--- src/rat_pkg.sv ---
// Shared types and codes for the range address translation table.
package rat_pkg;

  localparam int unsigned ADDR_W = 64;

  localparam logic OP_ADD   = 1'b0;
  localparam logic OP_XLATE = 1'b1;

  localparam logic [1:0] ST_OK      = 2'd0;
  localparam logic [1:0] ST_COVERED = 2'd1;
  localparam logic [1:0] ST_MISS    = 2'd2;
  localparam logic [1:0] ST_FULL    = 2'd3;

  // Job queue between front and back; depth is a power of two.
  localparam int unsigned QUEUE_DEPTH = 2;
  localparam int unsigned QPTR_W      = 1;
  localparam int unsigned QCNT_W      = 2;

  typedef struct packed {
    logic              opcode;
    logic [ADDR_W-1:0] logical_address;
    logic [ADDR_W-1:0] length;
    logic [ADDR_W-1:0] physical_start;
  } rat_req_t;

  typedef struct packed {
    logic [ADDR_W-1:0] physical_address;
    logic [1:0]        status;
  } rat_rsp_t;

  typedef struct packed {
    logic              opcode;
    logic [ADDR_W-1:0] logical;
    logic [ADDR_W-1:0] length;
    logic [ADDR_W-1:0] physical;
    logic [ADDR_W:0]   need_end;
  } rat_job_t;

  typedef struct packed {
    logic              valid;
    rat_job_t          job;
  } rat_head_t;

  typedef struct packed {
    logic [ADDR_W-1:0] start;
    logic [ADDR_W-1:0] size;
    logic [ADDR_W-1:0] phys;
  } rat_entry_t;

endpackage

--- src/rat_front.sv ---
// Front stage: takes request beats and works out the end of the access.
module rat_front (
  input  logic              clk,
  input  logic              rst,
  input  logic              req_valid,
  output logic              req_stall,
  input  rat_pkg::rat_req_t req,
  input  logic              q_full,
  output logic              push,
  output rat_pkg::rat_job_t job
);

  logic                      job_valid;
  logic                      accept;
  logic [rat_pkg::ADDR_W:0]  need_end;

  assign req_stall = job_valid && q_full;
  assign accept    = req_valid && !req_stall;
  assign push      = job_valid && !q_full;

  // Exact 65-bit end of the access; an add probes a single byte.
  always_comb begin
    need_end = {1'b0, req.logical_address} +
               ((req.opcode == rat_pkg::OP_XLATE) ? {1'b0, req.length}
                                                  : {{rat_pkg::ADDR_W{1'b0}}, 1'b1});
  end

  always_ff @(posedge clk) begin
    if (rst) begin
      job_valid <= 1'b0;
    end else if (accept) begin
      job_valid <= 1'b1;
    end else if (push) begin
      job_valid <= 1'b0;
    end
  end

  always_ff @(posedge clk) begin
    if (accept) begin
      job.opcode   <= req.opcode;
      job.logical  <= req.logical_address;
      job.length   <= req.length;
      job.physical <= req.physical_start;
      job.need_end <= need_end;
    end
  end

endmodule

--- src/rat_queue.sv ---
// Short job queue between the front and the table engine.
module rat_queue (
  input  logic               clk,
  input  logic               rst,
  input  logic               push,
  input  rat_pkg::rat_job_t  job_in,
  output logic               full,
  input  logic               pop,
  output rat_pkg::rat_head_t head
);

  rat_pkg::rat_job_t             slots [rat_pkg::QUEUE_DEPTH];
  logic [rat_pkg::QPTR_W-1:0]    wr_ptr;
  logic [rat_pkg::QPTR_W-1:0]    rd_ptr;
  logic [rat_pkg::QCNT_W-1:0]    count;
  logic                          do_push;
  logic                          do_pop;

  assign full       = (count == rat_pkg::QCNT_W'(rat_pkg::QUEUE_DEPTH));
  assign do_push    = push && !full;
  assign do_pop     = pop && (count != '0);
  assign head.valid = (count != '0);
  assign head.job   = slots[rd_ptr];

  always_ff @(posedge clk) begin
    if (rst) begin
      wr_ptr <= '0;
      rd_ptr <= '0;
      count  <= '0;
    end else begin
      if (do_push) begin
        wr_ptr <= wr_ptr + rat_pkg::QPTR_W'(1);
      end
      if (do_pop) begin
        rd_ptr <= rd_ptr + rat_pkg::QPTR_W'(1);
      end
      case ({do_push, do_pop})
        2'b10:   count <= count + rat_pkg::QCNT_W'(1);
        2'b01:   count <= count - rat_pkg::QCNT_W'(1);
        default: count <= count;
      endcase
    end
  end

  always_ff @(posedge clk) begin
    if (do_push) begin
      slots[wr_ptr] <= job_in;
    end
  end

endmodule

--- src/rat_back.sv ---
// Table engine: scans the region store one entry a cycle and answers each job.
module rat_back #(
  parameter int unsigned REGION_COUNT = 16
) (
  input  logic               clk,
  input  logic               rst,
  input  rat_pkg::rat_head_t head,
  output logic               pop,
  output logic               rsp_valid,
  input  logic               rsp_stall,
  output rat_pkg::rat_rsp_t  rsp
);

  localparam int unsigned IDX_W = $clog2(REGION_COUNT);

  typedef enum logic [1:0] {S_IDLE, S_SCAN, S_DRAIN, S_FINISH} state_t;

  state_t                       state;
  rat_pkg::rat_job_t            cur;
  logic [IDX_W-1:0]             idx;
  logic                         eval_live;
  logic [IDX_W-1:0]             eval_idx;
  rat_pkg::rat_entry_t          eval_entry;
  logic                         eval_valid;
  logic                         hit_found;
  logic [rat_pkg::ADDR_W-1:0]   best_start;
  logic [rat_pkg::ADDR_W-1:0]   best_offset;
  logic                         dup_found;
  logic                         free_found;
  logic [IDX_W-1:0]             free_idx;
  logic                         identity_mode;
  logic [REGION_COUNT-1:0]      region_valid;
  rat_pkg::rat_entry_t          table_mem [REGION_COUNT];

  logic [rat_pkg::ADDR_W:0]     eval_end;
  logic                         eval_hold;
  logic                         eval_better;
  logic                         eval_dup;
  logic                         out_free;
  logic                         write_en;

  assign out_free = !rsp_valid || !rsp_stall;
  assign pop      = (state == S_IDLE) && head.valid;
  assign write_en = (state == S_FINISH) && out_free && (cur.opcode == rat_pkg::OP_ADD) &&
                    !hit_found && !dup_found && free_found;

  always_comb begin
    eval_end    = {1'b0, eval_entry.start} + {1'b0, eval_entry.size};
    eval_hold   = eval_valid && (eval_entry.start <= cur.logical) &&
                  (eval_end >= cur.need_end);
    eval_better = !hit_found || (eval_entry.start < best_start);
    eval_dup    = eval_valid && (eval_entry.start == cur.logical);
  end

  // Region store: one write port, one registered read port.
  always_ff @(posedge clk) begin
    if (write_en) begin
      table_mem[free_idx] <= '{start: cur.logical, size: cur.length, phys: cur.physical};
    end
    eval_entry <= table_mem[idx];
    eval_valid <= region_valid[idx];
    eval_idx   <= idx;
  end

  always_ff @(posedge clk) begin
    if (rst) begin
      state         <= S_IDLE;
      eval_live     <= 1'b0;
      region_valid  <= '0;
      identity_mode <= 1'b1;
      rsp_valid     <= 1'b0;
    end else begin
      if (state == S_FINISH && out_free) begin
        rsp_valid <= 1'b1;
      end else if (rsp_valid && !rsp_stall) begin
        rsp_valid <= 1'b0;
      end
      eval_live <= (state == S_SCAN);

      if (eval_live) begin
        if (eval_hold && eval_better) begin
          hit_found   <= 1'b1;
          best_start  <= eval_entry.start;
          best_offset <= eval_entry.phys - eval_entry.start;
        end
        if (eval_dup) begin
          dup_found <= 1'b1;
        end
        if (!eval_valid && !free_found) begin
          free_found <= 1'b1;
          free_idx   <= eval_idx;
        end
      end

      unique case (state)
        S_IDLE: begin
          if (head.valid) begin
            cur        <= head.job;
            idx        <= '0;
            hit_found  <= 1'b0;
            dup_found  <= 1'b0;
            free_found <= 1'b0;
            // Identity translate needs no lookup.
            if (head.job.opcode == rat_pkg::OP_XLATE && identity_mode) begin
              state <= S_FINISH;
            end else begin
              state <= S_SCAN;
            end
          end
        end
        S_SCAN: begin
          idx <= idx + IDX_W'(1);
          if (idx == IDX_W'(REGION_COUNT - 1)) begin
            state <= S_DRAIN;
          end
        end
        S_DRAIN: begin
          state <= S_FINISH;
        end
        S_FINISH: begin
          if (out_free) begin
            state <= S_IDLE;
            if (cur.opcode == rat_pkg::OP_XLATE) begin
              if (identity_mode) begin
                rsp.physical_address <= cur.logical;
                rsp.status           <= rat_pkg::ST_OK;
              end else if (hit_found) begin
                rsp.physical_address <= cur.logical + best_offset;
                rsp.status           <= rat_pkg::ST_OK;
              end else begin
                rsp.physical_address <= '0;
                rsp.status           <= rat_pkg::ST_MISS;
              end
            end else begin
              rsp.physical_address <= '0;
              if (hit_found || dup_found) begin
                rsp.status <= rat_pkg::ST_COVERED;
              end else if (!free_found) begin
                rsp.status <= rat_pkg::ST_FULL;
              end else begin
                rsp.status             <= rat_pkg::ST_OK;
                region_valid[free_idx] <= 1'b1;
                if (cur.physical != cur.logical) begin
                  identity_mode <= 1'b0;
                end
              end
            end
          end
        end
        default: state <= S_IDLE;
      endcase
    end
  end

  a_identity_sticky: assert property (@(posedge clk) disable iff (rst)
    !identity_mode |=> !identity_mode)
    else $error("identity mode set again after a non-identity region");

  a_miss_not_identity: assert property (@(posedge clk) disable iff (rst)
    (rsp_valid && rsp.status == rat_pkg::ST_MISS) |-> !identity_mode)
    else $error("miss answered while in identity mode");

  a_free_slot_empty: assert property (@(posedge clk) disable iff (rst)
    (state == S_FINISH && free_found) |-> !region_valid[free_idx])
    else $error("chosen free slot already holds a region");

  a_scan_feeds_eval: assert property (@(posedge clk) disable iff (rst)
    (state == S_SCAN) |=> eval_live)
    else $error("scanned entry not evaluated");

endmodule

--- src/range_address_translation_table.sv ---
// Range address translation table: holds mapped regions and translates addresses.
//
// Request channel (req_valid, req_stall, req): a beat carries an opcode, a logical
// address, a length and a physical start. Opcode add inserts a region unless an
// existing region covers its start or no slot is free; opcode translate returns the
// physical address from the lowest-start region holding the whole access.
// Response channel (rsp_valid, rsp_stall, rsp): exactly one beat per request, in
// request order, carrying the physical address and a status code.
// Path from request beat to response offered: front register, queue, one table entry
// per cycle through the single read port of the region store, then the answer; an
// identity-mode translate skips the scan and returns the logical address itself.
// The table engine works on one request at a time.
// A short queue lets the front take further beats while the table engine works.
// Reset empties the table and sets identity mode; no clearing pass is needed.
// A stalled response holds in the output register; the engine then waits, the queue
// fills, and req_stall rises once the front register is also occupied.
module range_address_translation_table #(
  parameter int unsigned REGION_COUNT = 16
) (
  input  logic              clk,
  input  logic              rst,
  input  logic              req_valid,
  output logic              req_stall,
  input  rat_pkg::rat_req_t req,
  output logic              rsp_valid,
  input  logic              rsp_stall,
  output rat_pkg::rat_rsp_t rsp
);

  logic               push;
  logic               q_full;
  logic               pop;
  rat_pkg::rat_job_t  job;
  rat_pkg::rat_head_t head;

  rat_front u_front (
    .clk       (clk),
    .rst       (rst),
    .req_valid (req_valid),
    .req_stall (req_stall),
    .req       (req),
    .q_full    (q_full),
    .push      (push),
    .job       (job)
  );

  rat_queue u_queue (
    .clk    (clk),
    .rst    (rst),
    .push   (push),
    .job_in (job),
    .full   (q_full),
    .pop    (pop),
    .head   (head)
  );

  rat_back #(
    .REGION_COUNT (REGION_COUNT)
  ) u_back (
    .clk       (clk),
    .rst       (rst),
    .head      (head),
    .pop       (pop),
    .rsp_valid (rsp_valid),
    .rsp_stall (rsp_stall),
    .rsp       (rsp)
  );

endmodule
--- config.mk ---
export PLATFORM = sky130hd
export DESIGN_NAME = range_address_translation_table
export DESIGN_NICKNAME = d
export VERILOG_FILES = /design/src/rat_pkg.sv /design/src/rat_front.sv /design/src/rat_queue.sv /design/src/rat_back.sv /design/src/range_address_translation_table.sv
export SDC_FILE = /design/constraint.sdc
export NUM_CORES = 2
export LEC_CHECK = 0
export BUFFER_PORTS_ARGS = -buffer_cell sky130_fd_sc_hd__buf_2
export CORE_MARGIN = 2
export CORE_UTILIZATION = 40
export CTS_CLUSTER_DIAMETER = 40
export CTS_CLUSTER_SIZE = 12
export DETAILED_ROUTE_END_ITERATION = 12
export SYNTH_ARGS = -nofsm -noshare
export SYNTH_HDL_FRONTEND = slang
export SYNTH_SLANG_ARGS = --single-unit
--- constraint.sdc ---
create_clock -name clk -period 22.9 [get_ports clk]
set_input_delay 2.29 -clock clk [delete_from_list [all_inputs] [get_ports clk]]
set_output_delay 2.29 -clock clk [all_outputs]
set_load 0.01 [all_outputs]
# --- Word-level counts from Yosys, hierarchy flattened ---
# Memories as Yosys holds them, arrays and structs flattened. A register that Yosys moved wholly into a read port is not among the register bits.
# Cells that the tools add are included.
word_totals:
  mem_bits_rw: 3588
  in_bits: 197
  memories: 2
  register_bits: 752
  elab_cells: 147
  output_inout_bits: 68
memory_table:
  columns: ["name", "depth", "word_bits", "rd", "rd_clocked_by_memory_dff", "wr", "line", "rtl"]
  rows:
  - ["u_back.table_mem", 16, 192, 1, 1, 1, "rat_back.sv:33", "rat_pkg::rat_entry_t table_mem [REGION_COUNT];"]
  - ["u_queue.slots", 2, 258, 1, 1, 1, "rat_queue.sv:12", "rat_pkg::rat_job_t slots [rat_pkg::QUEUE_DEPTH];"]
classes:
  n_lt_le_gt_ge: 6
  add_sub_neg: 9
  bitwise: 4
  n_eq_ne: 12
  reduce_logical: 44
  mux: 40
ops:
  columns: ["cell", "n"]
  rows:
  - ["two-way mux 66 bit", 2]
  - ["adder 64 x 64 -> 65 bit", 1]
  - ["adder 64 x 65 -> 65 bit", 1]
  - ["greater-or-equal comparator 65 bit", 1]
  - ["adder 64 bit", 1]
  - ["equality test 64 bit", 1]
  - ["<= comparator 64 bit", 1]
  - ["< comparator 64 bit", 1]
  - ["two-way mux 64 bit", 1]
  - ["inequality test 64 bit", 1]
  - ["subtractor 64 bit", 1]
  - ["two-way mux 1 bit", 24]
  - ["logical AND 1 bit", 19]
  - ["AND reduction 3 bit", 6]
  - ["bitwise OR 16 bit", 1]
  - ["two-way mux 2 bit", 7]
  - ["< comparator 4 x 5 -> 1 bit, second input constant", 2]
  - ["nonzero test 2 bit", 5]
  - ["equality test 2 bit, second input constant", 4]
  - ["logical NOT 1 bit", 8]
  - ["one-hot mux 2 bit (4 select lines)", 1]
  - ["one-hot mux 4 bit (2 select lines)", 1]
  - ["AND reduction 6 bit", 1]
  - ["AND reduction 5 bit", 1]
  - ["16 further kinds", 23]

# --- Depth between registers and ports, before layout ---
depth:
  ltp_word: 9
  mapped_depth: 25
  ltp_nobuf: 25

# --- By module ---
# From an unflattened synthesis, not the netlist that was laid out.
unflattened:
  hier_cells: 10834
  area_unflattened_um2: 184569.5
by_module_without_submodules:
  columns: ["mod", "instances", "seq_area_each_um2", "cells_each", "area_per_inst_um2"]
  rows:
  - ["rat_back", 1, 110516.0, 9119, 153632.3]
  - ["rat_queue", 1, 15595.0, 829, 18920.6]
  - ["rat_front", 1, 7767.4, 886, 12016.5]

# --- Worst setup path after synthesis ---
# Ideal clock, no wire load.
synth_path:
  path_type: "input port to flip-flop"
  startpoint: "input port rsp_stall"
  endpoint: "memory u_back.table_mem[0][0] in the netlist's numbering, enable pin"
  required_ns: 21.919
  path_stages: 5
  setup_time_ns: 0.981
  path_slack_ns: 5.831
  n_path_buf: 0
  arrival_ns: 16.088
  path_cell_list: "nand2_1 nand2_1 or3_1 or3_1 nor3_1"
synth_between:
  elab_chain_len: 9
synth_lines:
  columns: ["element", "line", "rtl"]
  rows:
  - ["start: declaration", "range_address_translation_table.sv:26", "input logic rsp_stall,"]
  - ["logical NOT 1 bit", "rat_back.sv:42", "assign out_free = !rsp_valid || !rsp_stall;"]
  - ["logical OR 1 bit", "rat_back.sv:42", null]
  - ["logical AND 1 bit (3 in series)", "rat_back.sv:44", "assign write_en = (state == S_FINISH) && out_free && (cur.opcode == rat_pkg::OP_ADD) &&"]
  - ["logical AND 1 bit (2 in series)", "rat_back.sv:45", "!hit_found && !dup_found && free_found;"]
  - ["two-way mux 1 bit", "rat_back.sv:57", "if (write_en) begin"]
  - ["two-way mux 1 bit (implied by the code)", "rat_back.sv:58", "table_mem[free_idx] <= '{start: cur.logical, size: cur.length, phys: cur.physical};"]
  - ["end: declaration", "rat_back.sv:33", null]
# Every way passes these cells.

# --- Worst setup path in the final report ---
layout_path:
  startpoint: "register u_back.eval_entry[157] (netlist name)"
  endpoint: "register u_back.best_offset[11] in the netlist's numbering, enable pin"
layout_between:
  elab_chain_len: 5
  elab_cells_between_ends: 9
  cone_classes: "add/sub: 1; order compare: 3; reduce/logical: 5"
layout_lines:
  columns: ["element", "line", "rtl"]
  rows:
  - ["adder 64 x 64 -> 65 bit or <= comparator 64 bit (tied branches)", "rat_back.sv:48, rat_back.sv:49", null]
  - ["greater-or-equal comparator 65 bit or logical AND 1 bit (tied branches)", "rat_back.sv:50, rat_back.sv:49", null]
  - ["logical AND 1 bit", "rat_back.sv:49", "eval_hold = eval_valid && (eval_entry.start <= cur.logical) &&"]
  - ["logical AND 1 bit (*)", "rat_back.sv:81", "if (eval_hold && eval_better) begin"]
  - ["AND reduction 3 bit (no line) (*)", null, null]
  - ["end signal: assignment", "rat_back.sv:84", "best_offset <= eval_entry.phys - eval_entry.start;"]
  - ["end: declaration", "rat_back.sv:27", "logic [rat_pkg::ADDR_W-1:0] best_offset;"]
# Every way passes the cells marked *; elsewhere a longest branch is shown, timed or not.
# A chain may end at the register's enable or synchronous reset.

==> reports/qor.csv <==
metric,value,unit
Slew Limit Fails,0,
CTS resizes,0,
share of cells above drive strength 1,0.251,
synth top area cells,"edfxtp_1, mux4_2, ha_1",
sequential fraction of the synthesis area,0.738,
largest net degree at the start of global routing,129,
CTS Buf Count,552,
WL/cell,30.6,um
number of fill cells,37400,
"Reg clk slew, reported paths",0.06,ns
area delta synth->final,15.4,%
PD cells,123,mW/mm2
internal reg-to-reg setup slack,14.80,ns
"Primary FF master, synth",edfxtp_1,
vias,93500,
routed wire length,501,mm
"Setup Fix Bufs, Post-CTS",0,
"Hold Violations, Final",0,
ys async rst share,0,
synthesized flop and latch total,4533,
Peak VDD IR,0.0903,mV
Initial DRC Count,10600,
drt drc,0,
final setup TNS,0,ns
Pleak,70.3,nW
Core Box Area,0.452,mm2
TritonCTS clock tree,built,
CTS Root Buffer Type,clkbuf_16,
global-route wire length before repair,700,mm
most frequent cells in the layout,"edfxtp_1, mux4_2, clkbuf_16, ha_1, a21oi_1",
Crit. End Element,flop,
"commonest non-fill, non-tap cell in the layout",edfxtp_1,
largest area contributor in the netlist,edfxtp_1,
Post-Syn Area per Cell,19.6,um2
Peak Freq,123,MHz
cell area after layout,0.209,mm2
register area,0.134,mm2
worst skew pair latency,1.05,ns
post-synthesis net count,9923,
Slew @ Worst Pin,1.22,ns
GRT overflow,0,
initial antenna violation count,50,
fin crit share,0.354,
Setup Skew,0.0550,ns
Post-Syn Area,0.181,mm2
"Setup violations, final",0,
Placed Area,0.191,mm2
Netlist cell types,81,
Final Wtd Congestion,0.947,
row cnt,247,
dpl hpwl,304,mm
kind of critical path,reg2reg,
Clock Path Buffers,4,
crit path time final,8.10,ns
# nets final,10600,
Routed Antenna Nets,0,
die area,0.459,mm2
initial core utilization,0.401,
Slew HR,0.183,
CTS Hold Bufs,0,
Worst EP required,23.56,ns
port bufs,264,
startpoint types,flop,
Synth top area share,0.714,
DR vias/cell,5.71,
area of the multi-input gates,0.0451,mm2
die width,677,um
Post-synth EDFFs,4309,
crit path DAT,8.76,ns
H-tree depth,6,
die height,677,um
clock sinks,4533,
vias in the first global route,93800,
Global Route Usage Sum,0.213,
setup repair after global routing missed its margin,false,
Gate Count Post-Synth,9270,
min-delay worst type,reg2reg,
Max Cap Viol,0,
CP max FO,64,
First-pass DRT Iterations,7,
run status,finished clean,
Yosys warning count,0,
I/O pin count,265,
## metrics by stage
step | cells | power [mW] | setup slack (ns) | utilization | hold slack (ns)
after detailed placement | 15400 | 17.2 | 14.93 | 0.422 | 0.391
after global placement | 15400 | 17.0 | 15.08 | 0.422 | 0.387
final | 16400 | 25.7 | 14.80 | 0.463 | 0.403
after global routing | 16400 | 26.7 | 14.41 | 0.463 | 0.407
after CTS | 16400 | 25.8 | 14.88 | 0.463 | 0.404
after floorplan | 9270 | 14.9 | 5.83 | - | 0.346
## path summary, 6_finish.rpt
check	startpoint	to	cells past startpoint
max	u_back.eval_entry[157]	u_back.best_offset[11]	21
min reg2reg	u_back.eval_idx[1]	u_back.free_idx[1]	0
max reg2reg	u_back.eval_entry[157]	u_back.best_offset[11]	21
min	u_back.eval_idx[1]	u_back.free_idx[1]	0
## cell families (layout without fill, tap and decap cells)
| group | after synthesis | after routing | share of synthesized area |
|---|---|---|---|
| DFF | 4533 | 4533 | 0.738 |
| other | 0 | 23 | 0 |
| muxes | 1225 | 1225 | 0.136 |
| xor gates and xnor gates | 304 | 304 | 0.0147 |
| buffers and inverters | 676 | 1786 | 0.0140 |
| adders and majority gates | 456 | 456 | 0.0316 |
| AOI/OAI and AO/OA | 1098 | 1098 | 0.0385 |
| and+or+nand+nor | 978 | 978 | 0.0269 |
## metal layers
layer,wire length (um),GRT usage,vias to the layer above
li1,-,-,39100
met2,235000,0.339,4067
met5,94,0,-
met3,38200,0.0338,717
met1,214000,0.307,49600
met4,14100,0.0578,14
## layout make-up
class | count | share of cell area
Multi-Input combinational cell | 4061 | 0.215
Clock buffer | 673 | 0.0704
Clock inverter | 296 | 0.0168
Inverter | 332 | 0.00596
Timing Repair Buffer | 485 | 0.0156
Tap cell | 5976 | 0.0357
Sequential cell | 4533 | 0.640
Antenna cell | 23 | 0.000275
## flip-flops by register name, indices dropped and copies added, names as in the netlist, 4 cells and up, named ones only
name,flops
u_back.best_offset,64
u_back.best_start,64
u_back.cur,258
u_back.eval_entry,192
u_back.eval_idx,4
u_back.free_idx,4
u_back.idx,4
u_back.region_valid,16
u_back.rsp,66
u_back.table_mem,3072
u_front.job,258
u_queue.slots,516
## report_power, final
| group | leakage, nW | switching, mW | internal, mW |
|---|---|---|---|
| sequential | 40.9 | 0.582 | 9.95 |
| clock | 8.82 | 3.46 | 5.20 |
| combinational | 20.5 | 3.79 | 2.73 |
| total | 70.3 | 7.84 | 17.9 |
## cells in the mapped netlist (8+ instances only)
cell,count
and3_1,31
nand2b_1,32
nand4_1,85
xnor2_1,155
o31a_1,11
a221o_1,8
a211oi_1,21
o21bai_1,49
a311oi_1,8
edfxtp_1,4309
and2_1,78
o31ai_1,12
nor2_1,230
or2_2,12
buf_1,76
or3_1,14
nor3_1,45
clkbuf_1,265
a21oi_1,347
o211ai_1,17
xor2_1,149
o21ai_0,209
inv_1,332
nand3_1,52
mux2_2,258
ha_1,452
o21ai_1,10
nor4_1,28
mux4_2,965
a21o_1,207
o21a_1,35
a21boi_0,10
a31oi_1,37
dfxtp_1,224
a22oi_1,33
nand2_1,249
nor2b_1,89
## critical path, stage by stage, from the launching register on
cell       delay (ns)
dfxtp_1          0.39
ha_1             0.51
nand3_1          0.23
nor4_1           0.72
nand2_1          0.12
a21oi_1          0.65
o21ai_0          0.39
buf_4            0.24
a221oi_1         0.32
o21ai_0          0.25
o21ai_0          0.33
a21oi_1          0.15
xnor2_1          0.16
ha_1             0.30
nand4_1          0.08
nor2_1           0.23
nand4_1          0.25
nor4_1           0.70
o31ai_1          0.21
o2bb2ai_1        0.29
nor4_2           0.37
buf_4            0.77
Note: power is estimated with default switching activity, not from simulation.
